### config.mk
export PLATFORM = sky130hd
export DESIGN_NAME = zwpa_divider
export DESIGN_NICKNAME = d
export VERILOG_FILES = /design/src/design/zwpa_pkg.sv /design/src/design/zwpa_divider.sv
export SDC_FILE = /design/constraint.sdc
export NUM_CORES = 1
export LEC_CHECK = 0
export BUFFER_PORTS_ARGS = -buffer_cell sky130_fd_sc_hd__buf_2
export CORE_UTILIZATION = 35
export CTS_CLUSTER_DIAMETER = 40
export CTS_CLUSTER_SIZE = 16
export DETAILED_ROUTE_END_ITERATION = 10
export PLACE_DENSITY = 0.64
export RECOVER_POWER = 25
export SLEW_MARGIN = 10
export SYNTH_ARGS = -nofsm -noshare
export SYNTH_HDL_FRONTEND = slang
export SYNTH_SLANG_ARGS = --single-unit
### constraint.sdc
create_clock -name clk_i -period 3.8 [get_ports clk_i]
set_input_delay 0.19 -clock clk_i [delete_from_list [all_inputs] [get_ports clk_i]]
set_output_delay 0.19 -clock clk_i [all_outputs]
set_load 0.03 [all_outputs]
### src/design/zwpa_pkg.sv
// Package of the zoned write pointer allocator: widths, codes and transaction types.
`default_nettype none

package zwpa_pkg;

  localparam int unsigned LEN_W      = 40;
  localparam int unsigned ZB_W       = 24;
  localparam int unsigned ZN_W       = 11;
  localparam int unsigned OP_W       = 2;
  localparam int unsigned STAT_W     = 2;
  localparam int unsigned CFG_IDX_W  = 2;
  localparam int unsigned CFG_DATA_W = 24;
  localparam int unsigned DIVD_W     = LEN_W + 1;
  localparam int unsigned DIV_CNT_W  = $clog2(DIVD_W + 1);

  localparam int unsigned NUM_ZONES_DEF = 1024;
  localparam int unsigned ADDR_BITS_DEF = 40;

  localparam logic [ZB_W-1:0] ZB_RST = 24'd65536;
  localparam logic [ZN_W-1:0] NZ_RST = 11'd1024;

  localparam logic [OP_W-1:0] OP_ALLOC     = 2'd0;
  localparam logic [OP_W-1:0] OP_MARK_FREE = 2'd1;
  localparam logic [OP_W-1:0] OP_MARK_USED = 2'd2;

  localparam logic [STAT_W-1:0] STAT_OK       = 2'd0;
  localparam logic [STAT_W-1:0] STAT_NO_SPACE = 2'd1;
  localparam logic [STAT_W-1:0] STAT_MISMATCH = 2'd2;
  localparam logic [STAT_W-1:0] STAT_RANGE    = 2'd3;

  localparam logic [CFG_IDX_W-1:0] CFG_ZONE_BLOCKS  = 2'd0;
  localparam logic [CFG_IDX_W-1:0] CFG_ZONES_IN_USE = 2'd1;
  localparam logic [CFG_IDX_W-1:0] CFG_FIRST_SEQ    = 2'd2;

  typedef struct packed {
    logic [OP_W-1:0]  opcode;
    logic [LEN_W-1:0] block_offset;
    logic [LEN_W-1:0] block_length;
  } zwpa_req_t;

  typedef struct packed {
    logic [STAT_W-1:0] status;
    logic [LEN_W-1:0]  alloc_offset;
    logic [LEN_W-1:0]  alloc_length;
    logic [LEN_W-1:0]  free_blocks;
  } zwpa_rsp_t;

  typedef struct packed {
    logic [DIVD_W-1:0] quot_a;
    logic [ZB_W-1:0]   rem_a;
    logic [DIVD_W-1:0] quot_b;
    logic [ZB_W-1:0]   rem_b;
  } zwpa_div_res_t;

endpackage

`default_nettype wire

### src/design/zwpa_divider.sv
// Radix-2 restoring divider that divides two dividends by one shared divisor.
`default_nettype none

module zwpa_divider import zwpa_pkg::*; (
  input  wire logic              clk_i,
  input  wire logic              rst_ni,
  input  wire logic              start_i,
  input  wire logic [DIVD_W-1:0] dvd_a_i,
  input  wire logic [DIVD_W-1:0] dvd_b_i,
  input  wire logic [ZB_W-1:0]   dvs_i,
  output logic                   done_o,
  output zwpa_div_res_t          res_o
);

  logic                 busy_q;
  logic [DIV_CNT_W-1:0] cnt_q;
  logic [DIVD_W-1:0]    quo_a_q, quo_b_q;
  logic [ZB_W-1:0]      rem_a_q, rem_b_q, dvs_q;
  logic [ZB_W:0]        trial_a, trial_b, diff_a, diff_b;
  logic                 ge_a, ge_b;

  always_comb begin
    trial_a = {rem_a_q, quo_a_q[DIVD_W-1]};
    trial_b = {rem_b_q, quo_b_q[DIVD_W-1]};
    diff_a  = trial_a - {1'b0, dvs_q};
    diff_b  = trial_b - {1'b0, dvs_q};
    ge_a    = trial_a >= {1'b0, dvs_q};
    ge_b    = trial_b >= {1'b0, dvs_q};
  end

  assign done_o = busy_q && (cnt_q == '0);
  assign res_o  = '{quot_a: quo_a_q, rem_a: rem_a_q, quot_b: quo_b_q, rem_b: rem_b_q};

  always_ff @(posedge clk_i or negedge rst_ni) begin
    if (!rst_ni) begin
      busy_q  <= 1'b0;
      cnt_q   <= '0;
      quo_a_q <= '0;
      quo_b_q <= '0;
      rem_a_q <= '0;
      rem_b_q <= '0;
      dvs_q   <= '0;
    end else if (start_i) begin
      busy_q  <= 1'b1;
      cnt_q   <= DIV_CNT_W'(DIVD_W);
      quo_a_q <= dvd_a_i;
      quo_b_q <= dvd_b_i;
      rem_a_q <= '0;
      rem_b_q <= '0;
      dvs_q   <= dvs_i;
    end else if (busy_q) begin
      if (cnt_q != '0) begin
        cnt_q   <= cnt_q - 1'b1;
        quo_a_q <= {quo_a_q[DIVD_W-2:0], ge_a};
        quo_b_q <= {quo_b_q[DIVD_W-2:0], ge_b};
        rem_a_q <= ge_a ? diff_a[ZB_W-1:0] : trial_a[ZB_W-1:0];
        rem_b_q <= ge_b ? diff_b[ZB_W-1:0] : trial_b[ZB_W-1:0];
      end else begin
        busy_q <= 1'b0;
      end
    end
  end

endmodule

`default_nettype wire

Word level (Yosys, flattened, before mapping)
Index checks and enable logic that the tools add are counted.
{"block": "classes", "n_addsub": 3, "n_lt_le_gt_ge": 2, "n_mux": 20, "reduce_logical": 6}
{"operator": "$mux 41", "n": 6}
{"operator": "$mux 24", "n": 8}
{"operator": "$ge 25x24->1", "n": 2}
{"operator": "$sub 24x24->24", "n": 2}
{"operator": "$mux 6", "n": 3}
{"operator": "$logic_not 6->1", "n": 1}
{"operator": "$reduce_bool 6->1", "n": 1}
{"operator": "$sub 6x1->6 const B", "n": 1}
{"operator": "$reduce_bool 2->1", "n": 2}
{"operator": "$mux 1", "n": 3}
{"operator": "$reduce_and 2->1", "n": 1}
{"operator": "$logic_and 1x1->1", "n": 1}
{"block": "totals", "reg_bits": 161, "inputBits": 109, "out_inout_bits": 131, "word_cells": 38}

Depth between registers and ports, before layout
Gate-level depths: netlist of run 1.
{"block": "depth", "depth_word": 5, "depth_mapped": 12, "depth_no_buf": 11}

Worst setup path after synthesis of run 1
Ideal clock, no wire load.
{"block": "synth_timing", "path_type": "reg2reg", "from": "register quo_a_q[40]", "to": "register rem_a_q[20]", "setup_ns": 0.077, "t_arrival_ns": 3.003, "t_required_ns": 3.723, "path_slack_ns": 0.719, "path_stages_with_launch": 12, "n_path_buf": 0, "synth_period_minus_slack_ns": 3.081, "cell_sequence": "dfrtp_1 -> inv_1 -> ha_1 -> fa_1 -> nand2b_1 -> a2111oi_1 -> nor3_1 -> o31ai_1 -> a21o_1 -> mux2_2 -> a31o_2 -> a21oi_1"}
{"block": "synth_via", "elab_chain_len": 5, "word_cells_on_any_way": 6, "classes_between": "1 x add/sub; 1 x order compare; 4 x mux"}
{"item": "start: declaration", "line": "zwpa_divider.sv:17", "text": "logic [DIVD_W-1:0] quo_a_q, quo_b_q;"}
{"item": "start signal: assignment", "line": "zwpa_divider.sv:46", "text": "quo_a_q <= dvd_a_i;"}
{"item": "start signal: assignment", "line": "zwpa_divider.sv:54", "text": "quo_a_q <= {quo_a_q[DIVD_W-2:0], ge_a};"}
{"item": "$sub 24x24->24 or $ge 25x24->1 (tied branches)", "line": "zwpa_divider.sv:25, zwpa_divider.sv:27"}
{"item": "$mux 24 (*)", "line": "zwpa_divider.sv:56", "text": "rem_a_q <= ge_a ? diff_a[ZB_W-1:0] : trial_a[ZB_W-1:0];"}
{"item": "$mux 24 (*)", "line": "zwpa_divider.sv:52", "text": "if (cnt_q != '0) begin"}
{"item": "$mux 24 (*)", "line": "zwpa_divider.sv:51", "text": "end else if (busy_q) begin"}
{"item": "$mux 24 (*)", "line": "zwpa_divider.sv:43", "text": "end else if (start_i) begin"}
{"item": "end signal: assignment", "line": "zwpa_divider.sv:56"}
{"item": "end: declaration", "line": "zwpa_divider.sv:18", "text": "logic [ZB_W-1:0] rem_a_q, rem_b_q, dvs_q;"}
Mark *: on every way between the ends. The rest lies on a longest branch, timed or not. The select of a mux whose other input is x is not followed.
A chain may end at the register's enable or synchronous reset.

Worst setup path after layout of run 1
{"block": "layout_timing", "from": "register rem_b_q[14]", "to": "register rem_b_q[16]"}
{"block": "layout_via", "elab_chain_len": 5, "word_cells_on_any_way": 6, "classes_between": "1 x add/sub; 1 x order compare; 4 x mux"}
{"item": "start: declaration", "line": "zwpa_divider.sv:18"}
{"item": "start signal: assignment", "line": "zwpa_divider.sv:57", "text": "rem_b_q <= ge_b ? diff_b[ZB_W-1:0] : trial_b[ZB_W-1:0];"}
{"item": "$sub 24x24->24 or $ge 25x24->1 (tied branches)", "line": "zwpa_divider.sv:26, zwpa_divider.sv:28"}
{"item": "$mux 24 (*)", "line": "zwpa_divider.sv:57"}
{"item": "$mux 24 (*)", "line": "zwpa_divider.sv:52"}
{"item": "$mux 24 (*)", "line": "zwpa_divider.sv:51"}
{"item": "$mux 24 (*)", "line": "zwpa_divider.sv:43"}
Marks and branches as above.

==> flow_summary.json, run 1 <==
{
  "status": "finished, violations left",
  "violations": "max-capacitance violations, max-slew violations",
  "rows": 60,
  "syn_inst": 1076,
  "r2r-start": "rem_b_q[14]",
  "syn_to_final_growth_pct": 33.2,
  "ctsHtreeMaxLevel": 4,
  "rsz0062_at_grt": "false",
  "final-setup-viol-count": 0,
  "overflow": 0,
  "drtIter0Drc": 569,
  "drc": 0,
  "hold_end": "dvs_q[0]",
  "cts_setup_buffers": 0,
  "fill_cells": 2645,
  "vias": 9340,
  "cap_violations": 2,
  "reg2reg_slack_ns": 0.53,
  "hp-class": "in2reg",
  "ys.warnings.count": 0,
  "clock_skew_ns": 0.0149,
  "grt_max_degree": 144,
  "synthArstFlopShare": 1.00,
  "syn-num-nets": 1237,
  "root_buffer": "clkbuf_16",
  "maxSlewViolCount": 229,
  "initial_core_util": 0.359,
  "wl_per_cell_um": 17.9,
  "worst_slack_ns": 0.526,
  "cts_tree": "built",
  "peakVddDrop_mv": 0.237,
  "cts.reportedPaths.clkPinSlew_ns": 0.08,
  "ys_seq_elements": 161,
  "drt_first_pass_iters": 5,
  "grt_pass1_vias": 9490,
  "cts_sinks": 161,
  "period_needed_ns": 3.27,
  "via_per_inst": 5.23,
  "core-area_um2": 27200,
  "place_ws_ns": 0.593,
  "gp_congestion": 0.948,
  "insertion_delay_ns": 0.45,
  "r2r_end": "rem_b_q[16]",
  "synth_edf_count": 0,
  "cp_max_fo": 11,
  "dr_wl_met3_mm": 2.13,
  "die_w_um": 169,
  "crit_path_max_incr_delay_ns": 0.47,
  "antenna_found_initial": 2,
  "grt_first_pass_wirelength_mm": 51.1,
  "tightest_slew_ns": 2.36,
  "cts_buffer_depth": 2,
  "track_usage": 0.228,
  "cp.arrival_ns": 3.61,
  "dieArea_um2": 28600,
  "power_density_nw_per_um2": 625,
  "crit_family": "compound AO/OA/AOI/OAI gates",
  "cts_resized": 0,
  "drive_above_1_share": 0.213,
  "wl_mm": 32.0,
  "hpwlAfterDp_mm": 22.2,
  "ant_nets": 0,
  "final_cell_area_um2": 13000,
  "worstRegToRegCells": 9,
  "setup_tns_ns": 0,
  "cp.required_ns": 4.13,
  "ctsHoldBuffers": 103,
  "slowest_stage": "a21oi_2",
  "synthesis.area_um2": 9760,
  "holdCritStartpoint": "dvs_i[0]",
  "hold_viol_final": 0,
  "place_area_um2": 11400,
  "port-buffer-count": 239,
  "die_h_um": 169,
  "cp-start-kind": "register",
  "p_leak_nw": 6.79,
  "finish.net_count": 1561,
  "ios": 240,
  "timing.final.crit_share": 0.862,
  "yosysSeqAreaShare": 0.413,
  "relSlewSlack": -0.574,
  "numCtsBuffers": 17,
  "crit_path_end_kind": "register",
  "critPathKind": "reg2reg",
  "avgSynthCellArea_um2": 9.07,
  "crit_buf_inv": 0,
  "route.met2.wl_mm": 15.4,
  "max_freq_ghz": 0.305,
  "top_layer": "met4",
  "min_path_cells": 2,
  "crit_path_cell_trace": "ha_1, nand3_1, nor2_1, nand2_1, o21a_1, a21o_1, a21oi_2, o311ai_1, a311oi_1",
  "synth_top_flop_cell": "dfrtp_1",
  "wl_met1_mm": 13.7,
  "yosysUniqueCellTypes": 64
}
## through the flow
step | power (W) | cells | hold WS [ns] | utilization
floorplan | 0.00511 | 1076 | -0.106 | -
global placement | 0.00619 | 1650 | 0.320 | 0.419
detailed placement | 0.00620 | 1650 | 0.320 | 0.419
CTS | 0.00815 | 1785 | 0.00194 | 0.479
global route | 0.00864 | 1786 | 0.0233 | 0.478
finish | 0.00813 | 1787 | 0.0244 | 0.478
## routing by layer
| layer | GRT usage | vias up |
|---|---|---|
| met5 | 0 | - |
| met4 | 0.0795 | 0 |
| met3 | 0.0489 | 50 |
| met2 | 0.393 | 350 |
| met1 | 0.282 | 4425 |
| li1 | - | 4515 |
## power by group
group	switching, W	internal, W	total, W	leakage [nW]
logic	0.00246	0.00151	0.00397	4.46
clock network	0.000919	0.000908	0.00183	0.302
registers	0.000333	0.00200	0.00234	2.02
## cell families after synthesis
kind of cell / after synthesis / share of synthesized area
compound gates: 344 / 0.214
simple gates: 277 / 0.124
flops: 161 / 0.413
buf+inv: 102 / 0.0422
mux: 100 / 0.103
fa+ha+maj: 52 / 0.0682
xor+xnor: 40 / 0.0359
## worst max-delay path by stage
stage / start / cells past startpoint / endpoint
2_1_floorplan: quo_a_q[40] / 11 / rem_a_q[20]
3_3_place_gp: rem_b_q[16] / 9 / rem_b_q[16]
3_5_place_dp: dvs_q[17] / 10 / rem_b_q[16]
4_1_cts: dvs_q[17] / 10 / rem_b_q[16]
5_1_grt: rem_b_q[14] / 9 / rem_b_q[16]
6_report: rem_b_q[14] / 9 / rem_b_q[16]
## cell usage after synthesis, types with 5 or more instances
cell | instances | area share
nand2_1 | 162 | 0.062
dfrtp_1 | 161 | 0.41
o21ai_0 | 150 | 0.077
mux2i_1 | 98 | 0.10
a21oi_1 | 64 | 0.033
ha_1 | 50 | 0.064
inv_1 | 46 | 0.018
clkbuf_1 | 43 | 0.017
nor2_1 | 41 | 0.016
xnor2_1 | 26 | 0.023
a31oi_1 | 24 | 0.015
nand3_1 | 18 | 0.0092
a21o_1 | 15 | 0.012
xor2_1 | 14 | 0.013
o21a_1 | 13 | 0.010
and3_1 | 9 | 0.0058
nand4_1 | 9 | 0.0058
o21ai_1 | 9 | 0.0046
nor2b_1 | 7 | 0.0045
nor4_1 | 7 | 0.0045
o21bai_1 | 7 | 0.0054
a211oi_1 | 6 | 0.0046
a32oi_1 | 6 | 0.0054
nor3_1 | 6 | 0.0031
buf_2 | 5 | 0.0026
## area by class of cell
class                           instances  area, um2  area share
Clock inverter                         15        196      0.0151
Antenna cell                            2       5.00    0.000385
Timing Repair Buffer                  361       2370       0.183
Sequential cell                       161       4030       0.310
Tap cell                              372        465      0.0358
Multi-Input combinational cell        813       5330       0.410
Inverter                               46        173      0.0133
Clock buffer                           17        425      0.0327
## registers in the layout, summed over array words and instances (netlist names)
register	count
busy_q	1
cnt_q	6
dvs_q	24
quo_a_q	41
quo_b_q	41
rem_a_q	24
rem_b_q	24
## placed cells by master (no fill, tap or decap), drive strengths merged, types with 4 or more instances in the layout
master	Yosys	layout
o211ai	5	5
a2111oi	4	4
nand2	162	162
xor2	14	14
a31oi	25	25
mux2i	98	98
nand2b	4	4
dfrtp	161	161
a21o	15	15
a21oi	68	68
xnor2	26	26
buf	13	249
a32oi	6	6
o21bai	7	7
o311ai	4	4
o21ai	161	161
o21a	13	13
nand3	18	18
dlygate4sd3	0	103
or2	4	4
clkbuf	43	26
nor2	41	41
nor4	7	7
nand4	9	9
clkinv	0	7
a211oi	6	6
ha	50	50
nor3	6	6
and3	9	9
inv	46	54
nor2b	7	7
Power figures use the tool's default switching activity.
==> inputs of run 2 (changes only) <==
--- a/config.mk
+++ b/config.mk
@@ -5,12 +5,12 @@
 export SDC_FILE = /design/constraint.sdc
 export NUM_CORES = 1
 export LEC_CHECK = 0
-export BUFFER_PORTS_ARGS = -buffer_cell sky130_fd_sc_hd__buf_2
+export CORE_ASPECT_RATIO = 1.75
 export CORE_UTILIZATION = 35
-export CTS_CLUSTER_DIAMETER = 40
 export CTS_CLUSTER_SIZE = 16
 export DETAILED_ROUTE_END_ITERATION = 10
-export PLACE_DENSITY = 0.64
+export DONT_BUFFER_PORTS = 1
+export PLACE_DENSITY = 0.57
 export RECOVER_POWER = 25
 export SLEW_MARGIN = 10
 export SYNTH_ARGS = -nofsm -noshare
==> run 2 against run 1 <==
  * The run ends with negative hold slack left
  * Hold slack got worse by 0.59 ns
  * Critical endpoint is now rem_a_q[20]
  * Routed wire length decreased by 6.9%
  * Clock skew decreased by 0.0015 ns
  * Global-route usage decreased by 1.6 points
  * Clock-buffer cell count unchanged
  * Sequential cell count unchanged
==> flow_summary.json, run 2 (synthesis results as in run 1) <==
{
  "cp_max_fo": 7,
  "p_sw_w": 0.00348,
  "grt_pass1_vias": 8477,
  "finish.net_count": 1325,
  "r2r-start": "rem_a_q[6]",
  "layout_common_cells": "nand2_1, dfrtp_1, o21ai_0, dlygate4sd3_1, mux2i_1",
  "die_w_um": 128,
  "vias": 8411,
  "drtIter0Drc": 370,
  "layout_commonest_cell": "nand2_1",
  "critPathKind": "reg2reg",
  "initial_core_util": 0.357,
  "clock_skew_ns": 0.0134,
  "worstRegToRegCells": 9,
  "switching_share": 0.451,
  "fill_cells": 2629,
  "syn_to_final_growth_pct": 21.0,
  "insertion_delay_ns": 0.46,
  "pwr-share-seq": 0.375,
  "crit_path_cell_trace": "ha_1, nand4_1, a2111oi_1, nor3_1, o31ai_1, a21o_1, mux2_2, a31o_2, a21oi_1",
  "cts_sinks": 161,
  "root_buffer": "clkbuf_16",
  "crit_path_end_kind": "register",
  "ant_nets": 0,
  "hold_viol_final": 161,
  "hold_slack_ns": -0.561,
  "cts_buffer_depth": 2,
  "p_comb_frac": 0.396,
  "maxSlewViolCount": 0,
  "drt_first_pass_iters": 5,
  "crit_path_max_incr_delay_ns": 0.56,
  "violations": "negative hold slack",
  "antenna_found_initial": 0,
  "overflow": 0,
  "period_needed_ns": 3.28,
  "p_leak_nw": 5.77,
  "numCtsBuffers": 17,
  "peakVddDrop_mv": 0.341,
  "via_per_inst": 5.44,
  "cp-start-kind": "register",
  "antennaDiodeCount": 0,
  "power_density_nw_per_um2": 653,
  "hp-class": "in2async",
  "ctsHoldBuffers": 107,
  "cp.arrival_ns": 3.66,
  "port-buffer-count": 0,
  "rsz0062_at_grt": "false",
  "reg.largest.list": "quo_a_q (41), quo_b_q (41)",
  "wl_per_cell_um": 19.3,
  "cts_tree": "built",
  "postLayoutCoreUtil": 0.432,
  "wl_mm": 29.8,
  "grt_first_pass_wirelength_mm": 46.2,
  "drive_above_1_share": 0.0578,
  "ctsHtreeMaxLevel": 4,
  "r2r_end": "rem_a_q[20]",
  "cp.required_ns": 4.18,
  "rows": 80,
  "dieArea_um2": 28600,
  "reg2reg_slack_ns": 0.52,
  "final-setup-viol-count": 0,
  "slowest_stage": "a2111oi_1",
  "drc": 0,
  "timing.final.crit_share": 0.864,
  "p_clk_frac": 0.229,
  "ios": 240,
  "total_power_w": 0.00772,
  "cap_violations": 0,
  "max_freq_ghz": 0.305,
  "tightest_slew_ns": 0.747,
  "setup_tns_ns": 0,
  "grt_max_degree": 219,
  "track_usage": 0.212,
  "relSlewSlack": 0.502,
  "cts.reportedPaths.clkPinSlew_ns": 0.07,
  "die_h_um": 223,
  "core-area_um2": 27300,
  "gp_congestion": 0.897,
  "hpwlAfterDp_mm": 21.0,
  "intPower_w": 0.00424,
  "status": "finished, violations left"
}
## run 2: changes by cell type in the layout (fill, tap and decap cells not counted), moves of 2 or more
cell	before	now
inv_12	2	0
dlygate4sd3_1	103	106
diode_2	2	0
clkinv_8	5	1
clkbuf_1	6	0
clkinvlp_4	0	2
clkbuf_2	2	0
buf_2	231	0
## run 2: how the worst max path moves through the flow
stage,endpoint,startpoint,slack [ns]
detailed placement,rem_a_q[20],rem_a_q[6],0.56
floorplan,rem_a_q[20],quo_a_q[40],0.72
global route,rem_a_q[20],rem_a_q[6],0.22
global placement,rem_b_q[12],quo_b_q[40],0.64
finish,rem_a_q[20],rem_a_q[6],0.52
CTS,rem_a_q[20],rem_a_q[6],0.51
## run 2: through the flow
step           setup WS (ns)  instance area [um2]  std cells
3_3_place_gp           0.636                10100       1407
6_report               0.517                11800       1546
4_1_cts                0.506                11800       1546
5_1_grt                0.216                11800       1546
3_5_place_dp           0.561                10100       1407
2_1_floorplan          0.719                 9760       1076
## run 2: timing repair
action | CTS | global route
gates resized for setup | 0 | 0
setup buffers | 0 | 0
endpoints found under the hold margin | 275 | 161
## run 2: layout make-up
class | instances | area (um2) | share of cell area
Tap cell | 369 | 462 | 0.0391
Clock buffer | 17 | 425 | 0.0360
Timing Repair Buffer | 125 | 1220 | 0.104
Sequential cell | 161 | 4030 | 0.341
Clock inverter | 15 | 169 | 0.0143
Inverter | 46 | 173 | 0.0146
Multi-Input combinational cell | 813 | 5330 | 0.451
## run 2: layer usage
layer / track usage / wire length, um / up-vias
met5: 0 / 0 / -
met2: 0.373 / 15200 / 272
met4: 0.133 / 1770 / 0
met3: 0.0590 / 1820 / 69
li1: - / - / 4032
met1: 0.220 / 11000 / 4038
## run 2: critical path, delay by kind of cell (launching register included)
family,cells,cell delay [ns]
muxes,1,0.34
adders and majority gates,1,0.47
AOI/OAI and AO/OA,5,1.41
and+or+nand+nor,2,0.45
DFF,1,0.52
## run 2: power by group through the flow
stage,Combinational [W],Clock [W],Sequential (W)
finish,0.00306,0.00176,0.00290
global route,0.00340,0.00188,0.00295
CTS,0.00305,0.00182,0.00290
detailed placement,0.00291,0,0.00294
global placement,0.00289,0,0.00293
floorplan,0.00233,0,0.00278
